<file path="config.mk">
export PLATFORM = sky130hd
export DESIGN_NAME = kf2_alu
export DESIGN_NICKNAME = d
export VERILOG_FILES = /design/src/hdl/kf2_pkg.sv /design/src/hdl/kf2_alu.sv
export SDC_FILE = /design/constraint.sdc
export NUM_CORES = 2
export LEC_CHECK = 0
export ABC_AREA = 1
export BUFFER_PORTS_ARGS = -buffer_cell sky130_fd_sc_hd__buf_4
export CAP_MARGIN = 20
export CORE_MARGIN = 8
export CORE_UTILIZATION = 50
export CTS_BUF_LIST = sky130_fd_sc_hd__clkbuf_8
export DETAILED_ROUTE_END_ITERATION = 12
export GPL_TIMING_DRIVEN = 0
export PLACE_DENSITY = 0.75
export SYNTH_ARGS = -nofsm -noshare
export SYNTH_HDL_FRONTEND = slang
export SYNTH_SLANG_ARGS = --single-unit
</file>
<file path="constraint.sdc">
create_clock -name clk -period 11.7 [get_ports clk]
set_input_delay 0.585 -clock clk [delete_from_list [all_inputs] [get_ports clk]]
set_output_delay 0.585 -clock clk [all_outputs]
set_load 0.02 [all_outputs]
</file>
<file path="src/hdl/kf2_pkg.sv">
package kf2_pkg;

  localparam int DATA_W = 32;
  localparam int SEL_W  = 7;
  localparam int TMP_AW = 6;
  localparam int TMP_DEPTH = 64;
  localparam int PC_W   = 7;
  localparam int PROG_LEN = 108;
  localparam logic [PC_W-1:0] PC_LAST = PC_W'(PROG_LEN - 1);

  // Configuration register indexes
  localparam logic [3:0] REG_Q00 = 4'd0;
  localparam logic [3:0] REG_Q01 = 4'd1;
  localparam logic [3:0] REG_Q10 = 4'd2;
  localparam logic [3:0] REG_Q11 = 4'd3;
  localparam logic [3:0] REG_R00 = 4'd4;
  localparam logic [3:0] REG_R01 = 4'd5;
  localparam logic [3:0] REG_R10 = 4'd6;
  localparam logic [3:0] REG_R11 = 4'd7;

  localparam logic [DATA_W-1:0] Q_DIAG_RST = 32'd65;
  localparam logic [DATA_W-1:0] R_DIAG_RST = 32'd65536;

  // Operand / destination select codes; bit 6 set selects a scratch RAM entry
  localparam logic [SEL_W-1:0] SRC_Q00  = 7'd0;
  localparam logic [SEL_W-1:0] SRC_Q01  = 7'd1;
  localparam logic [SEL_W-1:0] SRC_Q10  = 7'd2;
  localparam logic [SEL_W-1:0] SRC_Q11  = 7'd3;
  localparam logic [SEL_W-1:0] SRC_R00  = 7'd4;
  localparam logic [SEL_W-1:0] SRC_R01  = 7'd5;
  localparam logic [SEL_W-1:0] SRC_R10  = 7'd6;
  localparam logic [SEL_W-1:0] SRC_R11  = 7'd7;
  localparam logic [SEL_W-1:0] SRC_EST0 = 7'd8;
  localparam logic [SEL_W-1:0] SRC_EST1 = 7'd9;
  localparam logic [SEL_W-1:0] SRC_COV0 = 7'd10;
  localparam logic [SEL_W-1:0] SRC_COV1 = 7'd11;
  localparam logic [SEL_W-1:0] SRC_COV2 = 7'd12;
  localparam logic [SEL_W-1:0] SRC_COV3 = 7'd13;
  localparam logic [SEL_W-1:0] SRC_Z0   = 7'd14;
  localparam logic [SEL_W-1:0] SRC_Z1   = 7'd15;
  localparam logic [SEL_W-1:0] SRC_DT   = 7'd16;
  localparam logic [SEL_W-1:0] SRC_ONE  = 7'd17;
  localparam logic [SEL_W-1:0] SRC_ZERO = 7'd18;
  localparam logic [SEL_W-1:0] SRC_XP0  = 7'd19;
  localparam logic [SEL_W-1:0] SRC_XP1  = 7'd20;

  typedef enum logic [1:0] {OP_ADD, OP_SUB, OP_MUL, OP_DIV} alu_op_t;

  typedef enum logic [2:0] {
    ST_IDLE, ST_FETCH, ST_EXEC, ST_MULW, ST_DIVW, ST_DONE
  } seq_state_t;

  typedef struct packed {
    alu_op_t    op;
    logic       mul_load;
  } alu_ctl_t;

  typedef struct packed {
    alu_op_t          op;
    logic [SEL_W-1:0] dst;
    logic [SEL_W-1:0] sa;
    logic [SEL_W-1:0] sb;
    logic             skip_sing;  // write zero when the innovation is singular
    logic             set_sing;   // result is the determinant
  } uop_t;

  function automatic logic [SEL_W-1:0] tmp(input int n);
    return {1'b1, TMP_AW'(n)};
  endfunction

  function automatic uop_t mk(input alu_op_t op, input logic [SEL_W-1:0] d,
                              input logic [SEL_W-1:0] a, input logic [SEL_W-1:0] b);
    uop_t u;
    u.op = op;
    u.dst = d;
    u.sa = a;
    u.sb = b;
    u.skip_sing = 1'b0;
    u.set_sing = 1'b0;
    return u;
  endfunction

  function automatic uop_t mk_skip(input alu_op_t op, input logic [SEL_W-1:0] d,
                                   input logic [SEL_W-1:0] a, input logic [SEL_W-1:0] b);
    uop_t u;
    u = mk(op, d, a, b);
    u.skip_sing = 1'b1;
    return u;
  endfunction

  // Micro-program for one filter step
  function automatic uop_t uop_rom(input logic [PC_W-1:0] pc);
    uop_t u;
    u = mk(OP_ADD, tmp(63), SRC_ZERO, SRC_ZERO);
    case (pc)
      // predicted covariance A P A^T + Q
      7'd0:   u = mk(OP_MUL, tmp(0), SRC_DT, SRC_COV2);
      7'd1:   u = mk(OP_ADD, tmp(1), SRC_COV0, tmp(0));
      7'd2:   u = mk(OP_MUL, tmp(2), SRC_DT, SRC_COV3);
      7'd3:   u = mk(OP_ADD, tmp(3), SRC_COV1, tmp(2));
      7'd4:   u = mk(OP_MUL, tmp(4), tmp(3), SRC_DT);
      7'd5:   u = mk(OP_ADD, tmp(5), tmp(1), tmp(4));
      7'd6:   u = mk(OP_MUL, tmp(6), SRC_COV3, SRC_DT);
      7'd7:   u = mk(OP_ADD, tmp(7), SRC_COV2, tmp(6));
      7'd8:   u = mk(OP_ADD, tmp(8), tmp(5), SRC_Q00);
      7'd9:   u = mk(OP_ADD, tmp(9), tmp(3), SRC_Q01);
      7'd10:  u = mk(OP_ADD, tmp(10), tmp(7), SRC_Q10);
      7'd11:  u = mk(OP_ADD, tmp(11), SRC_COV3, SRC_Q11);
      // predicted state
      7'd12:  u = mk(OP_MUL, tmp(12), SRC_DT, SRC_EST1);
      7'd13:  u = mk(OP_ADD, SRC_XP0, SRC_EST0, tmp(12));
      7'd14:  u = mk(OP_ADD, SRC_XP1, SRC_EST1, SRC_ZERO);
      // innovation covariance and determinant
      7'd15:  u = mk(OP_ADD, tmp(14), tmp(8), SRC_R00);
      7'd16:  u = mk(OP_ADD, tmp(15), tmp(9), SRC_R01);
      7'd17:  u = mk(OP_ADD, tmp(16), tmp(10), SRC_R10);
      7'd18:  u = mk(OP_ADD, tmp(17), tmp(11), SRC_R11);
      7'd19:  u = mk(OP_MUL, tmp(18), tmp(14), tmp(17));
      7'd20:  u = mk(OP_MUL, tmp(19), tmp(15), tmp(16));
      7'd21:  begin
        u = mk(OP_SUB, tmp(20), tmp(18), tmp(19));
        u.set_sing = 1'b1;
      end
      // adjugate and inverse
      7'd22:  u = mk_skip(OP_SUB, tmp(21), SRC_ZERO, tmp(15));
      7'd23:  u = mk_skip(OP_SUB, tmp(22), SRC_ZERO, tmp(16));
      7'd24:  u = mk_skip(OP_DIV, tmp(23), tmp(17), tmp(20));
      7'd25:  u = mk_skip(OP_DIV, tmp(24), tmp(21), tmp(20));
      7'd26:  u = mk_skip(OP_DIV, tmp(25), tmp(22), tmp(20));
      7'd27:  u = mk_skip(OP_DIV, tmp(26), tmp(14), tmp(20));
      // gain K = P_prior * inv(S)
      7'd28:  u = mk(OP_MUL, tmp(60), tmp(8), tmp(23));
      7'd29:  u = mk(OP_MUL, tmp(61), tmp(9), tmp(25));
      7'd30:  u = mk(OP_ADD, tmp(27), tmp(60), tmp(61));
      7'd31:  u = mk(OP_MUL, tmp(60), tmp(8), tmp(24));
      7'd32:  u = mk(OP_MUL, tmp(61), tmp(9), tmp(26));
      7'd33:  u = mk(OP_ADD, tmp(28), tmp(60), tmp(61));
      7'd34:  u = mk(OP_MUL, tmp(60), tmp(10), tmp(23));
      7'd35:  u = mk(OP_MUL, tmp(61), tmp(11), tmp(25));
      7'd36:  u = mk(OP_ADD, tmp(29), tmp(60), tmp(61));
      7'd37:  u = mk(OP_MUL, tmp(60), tmp(10), tmp(24));
      7'd38:  u = mk(OP_MUL, tmp(61), tmp(11), tmp(26));
      7'd39:  u = mk(OP_ADD, tmp(30), tmp(60), tmp(61));
      // residual and state update
      7'd40:  u = mk(OP_SUB, tmp(39), SRC_Z0, SRC_XP0);
      7'd41:  u = mk(OP_SUB, tmp(40), SRC_Z1, SRC_XP1);
      7'd42:  u = mk(OP_MUL, tmp(60), tmp(27), tmp(39));
      7'd43:  u = mk(OP_MUL, tmp(61), tmp(28), tmp(40));
      7'd44:  u = mk(OP_ADD, tmp(43), tmp(60), tmp(61));
      7'd45:  u = mk(OP_ADD, tmp(44), SRC_XP0, tmp(43));
      7'd46:  u = mk(OP_MUL, tmp(60), tmp(29), tmp(39));
      7'd47:  u = mk(OP_MUL, tmp(61), tmp(30), tmp(40));
      7'd48:  u = mk(OP_ADD, tmp(47), tmp(60), tmp(61));
      7'd49:  u = mk(OP_ADD, tmp(48), SRC_XP1, tmp(47));
      // M = I - K
      7'd50:  u = mk(OP_SUB, tmp(49), SRC_ONE, tmp(27));
      7'd51:  u = mk(OP_SUB, tmp(50), SRC_ZERO, tmp(28));
      7'd52:  u = mk(OP_SUB, tmp(51), SRC_ZERO, tmp(29));
      7'd53:  u = mk(OP_SUB, tmp(52), SRC_ONE, tmp(30));
      // M * P_prior
      7'd54:  u = mk(OP_MUL, tmp(60), tmp(49), tmp(8));
      7'd55:  u = mk(OP_MUL, tmp(61), tmp(50), tmp(10));
      7'd56:  u = mk(OP_ADD, tmp(53), tmp(60), tmp(61));
      7'd57:  u = mk(OP_MUL, tmp(60), tmp(49), tmp(9));
      7'd58:  u = mk(OP_MUL, tmp(61), tmp(50), tmp(11));
      7'd59:  u = mk(OP_ADD, tmp(54), tmp(60), tmp(61));
      7'd60:  u = mk(OP_MUL, tmp(60), tmp(51), tmp(8));
      7'd61:  u = mk(OP_MUL, tmp(61), tmp(52), tmp(10));
      7'd62:  u = mk(OP_ADD, tmp(55), tmp(60), tmp(61));
      7'd63:  u = mk(OP_MUL, tmp(60), tmp(51), tmp(9));
      7'd64:  u = mk(OP_MUL, tmp(61), tmp(52), tmp(11));
      7'd65:  u = mk(OP_ADD, tmp(56), tmp(60), tmp(61));
      // (M P) M^T
      7'd66:  u = mk(OP_MUL, tmp(60), tmp(53), tmp(49));
      7'd67:  u = mk(OP_MUL, tmp(61), tmp(54), tmp(50));
      7'd68:  u = mk(OP_ADD, tmp(0), tmp(60), tmp(61));
      7'd69:  u = mk(OP_MUL, tmp(60), tmp(53), tmp(51));
      7'd70:  u = mk(OP_MUL, tmp(61), tmp(54), tmp(52));
      7'd71:  u = mk(OP_ADD, tmp(1), tmp(60), tmp(61));
      7'd72:  u = mk(OP_MUL, tmp(60), tmp(55), tmp(49));
      7'd73:  u = mk(OP_MUL, tmp(61), tmp(56), tmp(50));
      7'd74:  u = mk(OP_ADD, tmp(2), tmp(60), tmp(61));
      7'd75:  u = mk(OP_MUL, tmp(60), tmp(55), tmp(51));
      7'd76:  u = mk(OP_MUL, tmp(61), tmp(56), tmp(52));
      7'd77:  u = mk(OP_ADD, tmp(3), tmp(60), tmp(61));
      // K * R
      7'd78:  u = mk(OP_MUL, tmp(60), tmp(27), SRC_R00);
      7'd79:  u = mk(OP_MUL, tmp(61), tmp(28), SRC_R10);
      7'd80:  u = mk(OP_ADD, tmp(4), tmp(60), tmp(61));
      7'd81:  u = mk(OP_MUL, tmp(60), tmp(27), SRC_R01);
      7'd82:  u = mk(OP_MUL, tmp(61), tmp(28), SRC_R11);
      7'd83:  u = mk(OP_ADD, tmp(5), tmp(60), tmp(61));
      7'd84:  u = mk(OP_MUL, tmp(60), tmp(29), SRC_R00);
      7'd85:  u = mk(OP_MUL, tmp(61), tmp(30), SRC_R10);
      7'd86:  u = mk(OP_ADD, tmp(6), tmp(60), tmp(61));
      7'd87:  u = mk(OP_MUL, tmp(60), tmp(29), SRC_R01);
      7'd88:  u = mk(OP_MUL, tmp(61), tmp(30), SRC_R11);
      7'd89:  u = mk(OP_ADD, tmp(7), tmp(60), tmp(61));
      // (K R) K^T
      7'd90:  u = mk(OP_MUL, tmp(60), tmp(4), tmp(27));
      7'd91:  u = mk(OP_MUL, tmp(61), tmp(5), tmp(28));
      7'd92:  u = mk(OP_ADD, tmp(12), tmp(60), tmp(61));
      7'd93:  u = mk(OP_MUL, tmp(60), tmp(4), tmp(29));
      7'd94:  u = mk(OP_MUL, tmp(61), tmp(5), tmp(30));
      7'd95:  u = mk(OP_ADD, tmp(13), tmp(60), tmp(61));
      7'd96:  u = mk(OP_MUL, tmp(60), tmp(6), tmp(27));
      7'd97:  u = mk(OP_MUL, tmp(61), tmp(7), tmp(28));
      7'd98:  u = mk(OP_ADD, tmp(14), tmp(60), tmp(61));
      7'd99:  u = mk(OP_MUL, tmp(60), tmp(6), tmp(29));
      7'd100: u = mk(OP_MUL, tmp(61), tmp(7), tmp(30));
      7'd101: u = mk(OP_ADD, tmp(15), tmp(60), tmp(61));
      // commit state
      7'd102: u = mk(OP_ADD, SRC_COV0, tmp(0), tmp(12));
      7'd103: u = mk(OP_ADD, SRC_COV1, tmp(1), tmp(13));
      7'd104: u = mk(OP_ADD, SRC_COV2, tmp(2), tmp(14));
      7'd105: u = mk(OP_ADD, SRC_COV3, tmp(3), tmp(15));
      7'd106: u = mk(OP_ADD, SRC_EST0, tmp(44), SRC_ZERO);
      7'd107: u = mk(OP_ADD, SRC_EST1, tmp(48), SRC_ZERO);
      default: u = mk(OP_ADD, tmp(63), SRC_ZERO, SRC_ZERO);
    endcase
    return u;
  endfunction

endpackage

</file>
<file path="src/hdl/kf2_alu.sv">
module kf2_alu #(
  parameter int FRAC_BITS = 16
) (
  input  logic              clk,
  input  kf2_pkg::alu_ctl_t ctl,
  input  logic [31:0]       a,
  input  logic [31:0]       b,
  output logic [31:0]       res,
  output logic              sat
);

  import kf2_pkg::*;

  logic signed [63:0] prod_r;
  logic signed [63:0] shifted;
  logic [32:0]        sum;
  logic               sum_sat, mul_sat;
  logic [31:0]        sum_res, mul_res;

  // Register the full product
  always_ff @(posedge clk) begin
    if (ctl.mul_load) begin
      prod_r <= $signed(a) * $signed(b);
    end
  end

  // Floor shift and saturate the product
  assign shifted = prod_r >>> FRAC_BITS;
  assign mul_sat = !((&shifted[63:31]) || !(|shifted[63:31]));
  assign mul_res = mul_sat ? (shifted[63] ? 32'h8000_0000 : 32'h7fff_ffff)
                           : shifted[31:0];

  // Saturating add and subtract
  assign sum = (ctl.op == OP_SUB) ? ({a[31], a} - {b[31], b}) : ({a[31], a} + {b[31], b});
  assign sum_sat = sum[32] ^ sum[31];
  assign sum_res = sum_sat ? (sum[32] ? 32'h8000_0000 : 32'h7fff_ffff) : sum[31:0];

  always_comb begin
    case (ctl.op)
      OP_MUL: begin
        res = mul_res;
        sat = mul_sat;
      end
      default: begin
        res = sum_res;
        sat = sum_sat;
      end
    endcase
  end

endmodule

</file>
==> key figures <==
Run status
  – Outcome: complete, no violations

Synthesis
  – Average cell area after synthesis: 7.757 sq um
  – Register area share after synthesis: 3.338%
  – Leading cell types by count after synthesis: inv_1, nand2_1, fa_1, nor2_1, ha_1
  – Most used flip-flop cell after synthesis: edfxtp_1
  – Post-synthesis async set-or-reset flop share: 0%
  – Number of synthesized flops with an enable pin: 48
  – Synthesis-stage register bit count: 48
  – Warning count from the yosys run: 0
  – Cell area after synthesis: 43,180 sq um
  – Synthesized net count: 6,929
  – Count leader, synth: inv_1
  – Post-synthesis cell type with the largest combined area: fa_1
  – Netlist cell types: 45
  – Area share of the largest cell type after synthesis: 50.17%
  – Number of instances in the synthesized netlist: 5,566
  – Main area contributors after synthesis: fa_1, inv_1, nand2_1, ha_1, edfxtp_1

Cells and area
  – Final standard cell count with taps included and fillers excluded: 6,823
  – Filler cell count: 8,526
  – Layout Utilization: 53.54%
  – Top flop regs: prod_r (48)
  – Register ranked first by flip-flop count: prod_r
  – Total area of multi-input combinational cells: 34,360 sq um
  – Sequential standard cell area: 1441 sq um
  – Max reg flops: 48
  – Layout area overhead: 5.920%
  – Count of nets after finishing: 7,035
  – Fraction of layout instances using a drive strength above 1: 3.614%

Timing
  – Slew headroom: 14.18%
  – Period utilization: 85.06%
  – Worst Slack Setup Final: 1748 ps
  – Maximum achievable frequency: 100.5 MHz
  – Final Setup Violations: 0
  – Setup repair after global routing missed its margin: no
  – Pin slew with the least headroom to its limit: 1287 ps
  – Final hold violations: 0
  – Final max-slew violation count: 0
  – Crit path time final: 9952 ps
  – Total Negative Setup Slacks: 0 ps

Clock tree
  – Number of resized instances in the post-cts repair step: 0
  – Post CTS Setup Buffer Count: 0
  – Clock-pin slew on the worst setup and hold paths: 90 ps
  – Hold bufs inserted after CTS: 0
  – H-tree depth: 2
  – TritonCTS clock tree: done
  – Number of buffers between clock root and the deepest sink: 2
  – Total clock buffers created by CTS: 5
  – Total clock sinks: 48
  – Clock tree root buffer cell: clkbuf_8

Worst setup path
  – Worst Path Required: 11,790 ps
  – Max incr delay on CP: 860 ps
  – Slowest CP cell: fa_1
  – Largest delay contributor family on the critical path: adder cells
  – Arrival time of the worst setup path: 10,040 ps
  – Worst Setup End Kind: register
  – CP Max Fanout: 10
  – Startpoint type of the worst setup path: primary input
  – Count of buffering cells on the critical path with inverters included: 11
  – Setup CP Type: in2reg

Floorplanning
  – Number of ports placed on the die boundary: 101
  – Vertical die dimension: 309.9 um
  – Area enclosed by the die boundary: 96,010 sq um
  – Number of rows in the core area: 107
  – Die Width: 309.9 um
  – Effective utilization at floorplan: 50.55%
  – Core area: 85,410 sq um

Detailed routing
  – Wire length per cell: 28.76 um
  – Vias per cell: 5.534
  – Antenna-violating nets left: 0
  – Routed vias: 37,760
  – Total wire length after detailed routing: 196,200 um
  – Detailed-router iteration count before antenna repair: 6
  – First-iteration detailed-routing DRC count: 4,412
  – DRC violation count after routing: 0

Global routing
  – GRT Total Usage: 41.45%
  – First-pass GRT wire length: 278,700 um
  – Pin count of the biggest net entering global routing: 49
  – Vias in the first global route: 39,210
  – Sum of overflow across all layers after global routing: 0
  – Number of antenna violations at the first check in global routing: 10

Placed design
  – Worst setup slack before clock tree synthesis: 1597 ps
  – Placed wire-length estimate after detailed placement: 167,400 um
  – Placer congestion estimate: 1.121
  – PortBufs: 70
  – Placed cells: 6,801

Flow run
  – Max-cap violations: 0

Worst hold path
  – Path class of the lowest-slack min-delay path: in2reg
==> worst paths after layout <==
| check | startpoint | to | slack, ps | depth (start not counted) |
|---|---|---|---|---|
| worst max-delay path | a[31] | prod_r[63]$_DFFE_PP_ | 1750 | 29 |
| worst min-delay path | ctl[0] | prod_r[44]$_DFFE_PP_ | 840 | 1 |
==> metrics by stage <==
step / instance area [sq um] / hold slack [ps]
6_report: 45730 / 838.7
4_1_cts: 45610 / 835.0
2_1_floorplan: 43180 / 697.5
3_3_place_gp: 45130 / 1164
3_5_place_dp: 45520 / 1185
5_1_grt: 45720 / 842.8
==> layer usage <==
layer / part of all wire, % / global-route usage [%] / up-vias
li1: - / - / 15780
met1: 36 / 51.45 / 18820
met2: 43 / 62.16 / 2488
met3: 12 / 12.60 / 654
met4: 9.1 / 28.33 / 10
met5: 0.035 / 0 / -
==> area by class of cell <==
class / count / area share [%]
multi-input cells: 3570 / 75.12
inverters: 1709 / 14.03
flip-flops and latches: 48 / 3.152
well taps: 1144 / 3.130
repair buffers: 99 / 2.221
plain buffers: 239 / 2.123
clock buffers: 5 / 0.1505
clock inverters: 3 / 0.04104
diodes: 6 / 0.03283
==> cell families (layout without fill, tap and decap cells) <==
logic type	after synthesis	after routing	synth area share (%)
xor gates and xnor gates	99	99	2.008
and+or+nand+nor	1895	1895	17.36
adders and majority gates	1295	1295	56.34
buffers and inverters	1948	2055	17.10
DFF	48	48	3.338
AOI/OAI and AO/OA	281	281	3.857
other	0	6	0
==> layout by cell type, fill, tap and decap left out, types with 6 or more instances in the layout <==
cell and n:
edfxtp_1 48, xor2_1 66, a21oi_2 32, buf_1 34, nand4_1 18, buf_2 20, nor4_1 13, or2_2 8
ha_1 213, inv_1 1705, buf_8 22, a21boi_0 9, a31oi_1 8, xnor2_1 33, o21bai_1 15, nor2_1 239
nand3_1 78, clkbuf_1 176, a21oi_1 120, buf_4 70, o21ai_0 67, a21o_1 11, nand2_1 1485, nor3_1 22
nor2_2 7, fa_1 1081, buf_6 8, diode_2 6
Power is left out: the tool's default activity adds up to more than one toggle a clock period on the data nets, which glitch-free logic cannot reach.
